## config.mk

```make
export PLATFORM = sky130hd
export DESIGN_NAME = ptpd_queue
export DESIGN_NICKNAME = d
export VERILOG_FILES = /design/src/hw/rtl/ptpd_pkg.sv /design/src/hw/rtl/ptpd_queue.sv
export SDC_FILE = /design/constraint.sdc
export NUM_CORES = 1
export LEC_CHECK = 0
export CORE_MARGIN = 2
export CORE_UTILIZATION = 56
export DETAILED_ROUTE_END_ITERATION = 8
export DONT_BUFFER_PORTS = 1
export PLACE_DENSITY = 0.76
export REMOVE_ABC_BUFFERS = 1
export SLEW_MARGIN = 20
export SYNTH_ARGS = -nofsm -noshare
export SYNTH_HDL_FRONTEND = slang
export SYNTH_SLANG_ARGS = --single-unit
```

## constraint.sdc

```tcl
create_clock -name clk -period 20.4 [get_ports clk]
set_input_delay 2.04 -clock clk [delete_from_list [all_inputs] [get_ports clk]]
set_output_delay 2.04 -clock clk [all_outputs]
set_load 0.02 [all_outputs]
```

## src/hw/rtl/ptpd_pkg.sv

```systemverilog
// ----------------------------------------------------------------------------
// ptpd_pkg: shared types and constants of the perspective divide unit
// Holds the channel payload structs, the register map and the format limits.
// ----------------------------------------------------------------------------
`default_nettype none
package ptpd_pkg;

  localparam int FRAC_BITS_DEF = 16;
  localparam int NUM_REGS      = 8;
  localparam int REG_W         = 64;
  localparam int IDX_W         = 3;
  localparam int COORD_W       = 32;
  localparam int QUEUE_DEPTH   = 4;

  typedef enum logic [IDX_W-1:0] {
    REG_ROW0_C01 = 3'd0,
    REG_ROW0_C23 = 3'd1,
    REG_ROW1_C01 = 3'd2,
    REG_ROW1_C23 = 3'd3,
    REG_ROW2_C01 = 3'd4,
    REG_ROW2_C23 = 3'd5,
    REG_ROW3_C01 = 3'd6,
    REG_ROW3_C23 = 3'd7
  } reg_idx_t;

  typedef struct packed {
    logic signed [COORD_W-1:0] point_x;
    logic signed [COORD_W-1:0] point_y;
    logic signed [COORD_W-1:0] point_z;
  } in_item_t;

  typedef struct packed {
    logic signed [COORD_W-1:0] proj_x;
    logic signed [COORD_W-1:0] proj_y;
    logic signed [COORD_W-1:0] proj_z;
    logic                      w_zero;
    logic                      clipped;
  } out_item_t;

endpackage : ptpd_pkg
`default_nettype wire

```

## src/hw/rtl/ptpd_queue.sv

```systemverilog
// ----------------------------------------------------------------------------
// ptpd_queue: short FIFO between front and back
// Holds column sums until the divider pipeline takes them.
// ----------------------------------------------------------------------------
`default_nettype none
module ptpd_queue #(
  parameter int W     = 268,
  parameter int DEPTH = ptpd_pkg::QUEUE_DEPTH
) (
  input  wire logic         clk,
  input  wire logic         rst_n,
  input  wire logic         wr_en,
  input  wire logic [W-1:0] wr_data,
  input  wire logic         rd_en,
  output logic              rd_valid,
  output logic [W-1:0]      rd_data,
  output logic [$clog2(DEPTH+1)-1:0] count
);
  localparam int AW = $clog2(DEPTH);
  logic [W-1:0]  mem_r [DEPTH];
  logic [AW-1:0] wp_r, rp_r;
  logic [$clog2(DEPTH+1)-1:0] cnt_r;

  always_ff @(posedge clk) begin
    if (!rst_n) begin
      wp_r  <= '0;
      rp_r  <= '0;
      cnt_r <= '0;
    end else begin
      if (wr_en) wp_r <= wp_r + AW'(1);
      if (rd_en) rp_r <= rp_r + AW'(1);
      cnt_r <= cnt_r + $bits(cnt_r)'(wr_en) - $bits(cnt_r)'(rd_en);
    end
  end

  always_ff @(posedge clk) begin
    if (wr_en) mem_r[wp_r] <= wr_data;
  end

  assign rd_valid = (cnt_r != '0);
  assign rd_data  = mem_r[rp_r];
  assign count    = cnt_r;
endmodule : ptpd_queue
`default_nettype wire

```

# ---- Yosys cells after proc, flatten, opt, wreduce, memory -nomap -nowiden
# Memory sizes are Yosys's and may differ from the RTL's. A register that Yosys moved wholly into a read port is not among the register bits.
# Cells that the tools add are included.
dict set report word_totals {
  reg_bits 7
  latch_bits 0
  ramBits 1072
  rom_bits 0
  inputBits 272
  out_inout_bits 272
  wordCells 13
  memories 1
}
dict set report op_classes {
  n_addsub 4
  mul 0
  n_div 0
  n_lt_le_gt_ge 0
  eq_ne 0
  n_shift 0
  n_mux 4
  bitwise 0
  n_reduce_logical 1
}
# name words width rd rd_ports_with_merged_regs wr line_no
set memory_table {}
lappend memory_table {mem_r 4 268 1 1 1 ptpd_queue.sv:20} ;# logic [W-1:0] mem_r [DEPTH];
# cell n
set op_table {}
lappend op_table {{$add 2x1->2 const B} 2}
lappend op_table {{$mux 2} 2}
lappend op_table {{$add 3x1->3} 1}
lappend op_table {{$reduce_bool 3->1} 1}
lappend op_table {{$sub 3x1->3} 1}
lappend op_table {{$mux 1} 2}

# ---- Longest topological paths before layout
dict set report depth {
  ltp_word 3
  mapped_depth 7
  mapped_depth_nobuf 7
}

# ---- Worst setup path before layout
# Ideal clock, no wire load.
dict set report synth_path {
  kind {input -> register}
  from {input wr_en}
  to {memory mem_r[0][0] (enable)}
  setup_time_ns 0.662
  arrival_time_ns 8.093
  required_ns 19.738
  slack_ns 11.645
  path_stages 1
  n_path_buf 0
  cell_sequence {and2_1}
}
dict set report synth_between {
  elab_chain_cells 2
}
# item line_no
set synth_rtl {}
lappend synth_rtl {{from (decl)} ptpd_queue.sv:12} ;# input wire logic wr_en,
lappend synth_rtl {{$mux 1} ptpd_queue.sv:37} ;# if (wr_en) mem_r[wp_r] <= wr_data;
lappend synth_rtl {{$mux 1 (not written as such)} ptpd_queue.sv:37}
lappend synth_rtl {{to (decl)} ptpd_queue.sv:20}
# Every way passes these cells.

==> impl_metrics.prom <==
# TYPE chip_impl_metric gauge
chip_impl_metric{name="synth.lib_cells_used.distinct",unit=""} 20
chip_impl_metric{name="total_power",unit="W"} 0.004945
chip_impl_metric{name="grt_antenna_before_repair",unit=""} 1
chip_impl_metric{name="drt-wirelength-per-cell",unit="um"} 33.40
chip_impl_metric{name="power_density",unit="nW/um^2"} 112.7
chip_impl_metric{name="worst_ep_required_time",unit="ps"} 18360
chip_impl_metric{name="p_leak",unit="nW"} 13.59
chip_impl_metric{name="number_of_vias_in_the_routed_layout",unit=""} 16260
chip_impl_metric{name="seq_area_frac_synth",unit="%"} 82.17
chip_impl_info{name="cp_startpoint_kind",value="flop"} 1
chip_impl_metric{name="io_buffers",unit=""} 0
chip_impl_metric{name="first_pass_iters",unit=""} 5
chip_impl_metric{name="timing.final.max_slew_violations",unit=""} 0
chip_impl_metric{name="crit_fanout",unit=""} 76
chip_impl_metric{name="clock_tree.htree_level_count",unit=""} 3
chip_impl_metric{name="min_period",unit="ps"} 6148
chip_impl_metric{name="grt_pass1_wl",unit="mm"} 123.6
chip_impl_metric{name="grt_overflow_total",unit=""} 0
chip_impl_metric{name="post_syn_instances",unit=""} 1442
chip_impl_metric{name="clock-sinks",unit=""} 1081
chip_impl_metric{name="timing.slew.headroom",unit="%"} 26.09
chip_impl_metric{name="finalSetupTns",unit="ps"} 0
chip_impl_metric{name="timing.final.crit_share",unit="%"} 30.14
chip_impl_info{name="clock_tree_from_tritoncts",value="done"} 1
chip_impl_metric{name="fp-row-count",unit=""} 97
chip_impl_metric{name="clock-skew-final",unit="ps"} 23.80
chip_impl_metric{name="postCtsHoldBufs",unit=""} 0
chip_impl_metric{name="gr-usage-all-layers",unit="%"} 23.56
chip_impl_metric{name="fp.coreArea",unit="um^2"} 69790
chip_impl_metric{name="timing.max_cap.violations",unit=""} 0
chip_impl_metric{name="routabilityCongestion",unit=""} 0.8114
chip_impl_info{name="rsz_0062_raised_after_global_routing",value="no"} 1
chip_impl_metric{name="cts_max_path_buffers",unit=""} 3
chip_impl_metric{name="cp_data_arrival_time",unit="ps"} 4110
chip_impl_metric{name="hold_ws",unit="ps"} 539.7
chip_impl_metric{name="tritoncts.num_buffers",unit=""} 103
chip_impl_metric{name="synth_top_cell_area_share",unit="%"} 81.72
chip_impl_metric{name="via_per_inst",unit=""} 6.401
chip_impl_metric{name="syn_area_per_cell",unit="um^2"} 27.32
chip_impl_metric{name="setup_slack_of_the_most_critical_reg_to_reg_path",unit="ps"} 16960
chip_impl_metric{name="worstSkewPairLatency",unit="ps"} 660
chip_impl_metric{name="grt_start_max_net_pins",unit=""} 116
chip_impl_info{name="type_of_destination_of_the_critical_path",value="output pin"} 1
chip_impl_metric{name="syn-cell-area",unit="um^2"} 39390
chip_impl_info{name="min-delay-path-class",value="flop to flop"} 1
chip_impl_metric{name="detail_route.wirelength",unit="mm"} 84.87
chip_impl_metric{name="post_route_cells_drive_above_1_share",unit="%"} 23.82
chip_impl_metric{name="hold_violations",unit=""} 0
chip_impl_metric{name="floorplan.initialDensity",unit="%"} 56.45
chip_impl_metric{name="first_global_vias",unit=""} 17100
chip_impl_info{name="path_class",value="flop to output pin"} 1
chip_impl_info{name="worst_r2r_startpoint",value="wp_r[0]"} 1
chip_impl_info{name="hold_start",value="rp_r[0]"} 1
chip_impl_metric{name="die-width",unit="um"} 269.2
chip_impl_metric{name="top_level_ports",unit=""} 544
chip_impl_metric{name="fill_cells",unit=""} 4314
chip_impl_metric{name="post-route-drc-count",unit=""} 0
chip_impl_metric{name="max-vdd-ir-drop",unit="V"} 0.00008302
chip_impl_info{name="synth_top_area_cell",value="sky130_fd_sc_hd__edfxtp_1"} 1
chip_impl_info{name="run_status",value="finished, violations left"} 1
chip_impl_metric{name="fmaxAchievable",unit="MHz"} 162.7
chip_impl_metric{name="clock_transition_at_the_registers_of_the_reported_paths",unit="ps"} 60
chip_impl_metric{name="post-cts-setup-buffer-count",unit=""} 0
chip_impl_metric{name="synth.ff_latch_count",unit=""} 1081
chip_impl_metric{name="die_area",unit="um^2"} 72480
chip_impl_info{name="cts_root_buffer",value="sky130_fd_sc_hd__clkbuf_16"} 1
chip_impl_metric{name="yosys_warnings",unit=""} 0
chip_impl_metric{name="layout-area-overhead-vs-synth",unit="%"} 11.33
chip_impl_metric{name="tightest_slew",unit="ps"} 1109
chip_impl_metric{name="final_antenna_net_count",unit=""} 1
chip_impl_metric{name="num-nets-final",unit=""} 1790
chip_impl_metric{name="drt_initial_violations",unit=""} 1756
chip_impl_metric{name="cts_resized",unit=""} 0
chip_impl_metric{name="floorplan.die.height",unit="um"} 269.2
chip_impl_metric{name="setup-violations-final",unit=""} 0
chip_impl_info{name="violations",value="antenna rules"} 1
chip_impl_metric{name="detailedPlacementHpwl",unit="mm"} 46.86
chip_impl_info{name="ys_top_cells_by_area",value="sky130_fd_sc_hd__edfxtp_1 82%, sky130_fd_sc_hd__mux4_2 11%, sky130_fd_sc_hd__mux4_1 4.7%"} 1
-- sequential cells by signal, summed over array words and instances, names as in the netlist, named ones only --
register,cells
mem_r,1072
count,3
wp_r,2
rp_r,2
-- worst max-delay path, stage by stage (launching register included) --
cell,delay [ps]
sky130_fd_sc_hd__dfxtp_4,930
sky130_fd_sc_hd__buf_4,940
sky130_fd_sc_hd__buf_4,830
sky130_fd_sc_hd__mux4_1,590
-- cells in the final DEF, fill, tap and decap left out --
master                       synthesis  final
sky130_fd_sc_hd__clkinv_1            0     20
sky130_fd_sc_hd__buf_12              0      2
sky130_fd_sc_hd__nand3b_1            1      1
sky130_fd_sc_hd__clkinv_4            0      1
sky130_fd_sc_hd__ha_1                6      6
sky130_fd_sc_hd__diode_2             0      6
sky130_fd_sc_hd__edfxtp_1         1072   1072
sky130_fd_sc_hd__buf_6              23      1
sky130_fd_sc_hd__mux2i_1             1      1
sky130_fd_sc_hd__or3_1               1      1
sky130_fd_sc_hd__mux4_2            198    198
sky130_fd_sc_hd__bufinv_16           0     15
sky130_fd_sc_hd__clkbuf_16           0    105
sky130_fd_sc_hd__clkinv_2            0     15
sky130_fd_sc_hd__clkinv_16           0      4
sky130_fd_sc_hd__inv_6               0      2
sky130_fd_sc_hd__inv_8               0      1
sky130_fd_sc_hd__xor3_1              1      1
sky130_fd_sc_hd__and2_1              6      2
sky130_fd_sc_hd__inv_1               7      7
sky130_fd_sc_hd__nor2_1              5      5
sky130_fd_sc_hd__clkinvlp_4          0      8
sky130_fd_sc_hd__dfxtp_4             0      2
sky130_fd_sc_hd__a21bo_2             1      1
sky130_fd_sc_hd__a21oi_1             1      1
sky130_fd_sc_hd__buf_4               0     21
sky130_fd_sc_hd__xnor2_1             2      2
sky130_fd_sc_hd__dfxtp_1             9      7
sky130_fd_sc_hd__and2_4              0      4
sky130_fd_sc_hd__clkbuf_1            6     18
sky130_fd_sc_hd__fa_1                1      1
sky130_fd_sc_hd__mux4_1             70     70
-- metal layers --
| metal | vias to the layer above | global-route usage, % | wire length (um) | part of all wire, % |
|---|---|---|---|---|
| met5 | - | 0 | 12 | 0.014 |
| met4 | 2 | 7.601 | 2533 | 3.0 |
| met3 | 142 | 7.935 | 8230 | 9.7 |
| met2 | 874 | 40.67 | 45160 | 53 |
| met1 | 8767 | 28.01 | 28930 | 34 |
| li1 | 6479 | - | - | - |
-- cell type report --
| type | count | area [um^2] | area share (%) |
|---|---|---|---|
| clock buffer | 123 | 2695 | 6.145 |
| multi-input combinational | 294 | 6540 | 14.91 |
| sequential | 1081 | 32380 | 73.83 |
| timing repair buffer | 24 | 209.0 | 0.4764 |
| antenna | 6 | 15.01 | 0.03423 |
| clock inverter | 66 | 818.3 | 1.866 |
| tap | 940 | 1176 | 2.682 |
| inverter | 7 | 26.28 | 0.05991 |
-- per-stage QoR --
step,instance area [um^2],setup WS [ps],util [%],instances
after floorplan,38930,6614,-,1382
after global placement,40310,14970,57.76,2345
after detailed placement,40310,14970,57.76,2345
after CTS,43820,14160,62.79,2534
after global routing,43840,14050,62.83,2535
final,43860,14250,62.85,2541
-- final timing paths --
kind                    to  cells past startpoint
min                   flop                      2
max            rd_data[47]                      3
min reg2reg           flop                      2
max reg2reg  mem_r[2][263]                      5
-- where the power goes --
group | leakage [nW] | switching (W) | internal [W] | total, W
Clock | 1.68 | 0.000813 | 0.00114 | 0.00195
Sequential | 9.92 | 0.0000393 | 0.00256 | 0.00260
Combinational | 1.98 | 0.000266 | 0.000130 | 0.000396
Total | 13.6 | 0.00112 | 0.00383 | 0.00494
-- cells in the mapped netlist, drive strengths merged --
library cell and number:
nand3b 1, a21bo 1, or3 1, xnor2 2
mux4 268, mux2i 1, fa 1, inv 7
a21oi 1, nor2 5, xor3 1, edfxtp 1072
dfxtp 9, buf 54, ha 6, clkbuf 6
and2 6
-- kinds of logic (layout without fill, tap and decap cells) --
| kind of cell | Yosys count | after routing | share of synthesized area (%) |
|---|---|---|---|
| other cells | 0 | 6 | 0 |
| fa+ha+maj | 7 | 7 | 0.2414 |
| compound gates | 2 | 2 | 0.03810 |
| xor+xnor | 3 | 3 | 0.1048 |
| buf+inv | 67 | 220 | 1.251 |
| flops | 1081 | 1081 | 82.17 |
| mux | 269 | 269 | 16.01 |
| simple gates | 13 | 13 | 0.1779 |
Power figures use the tool's default switching activity.
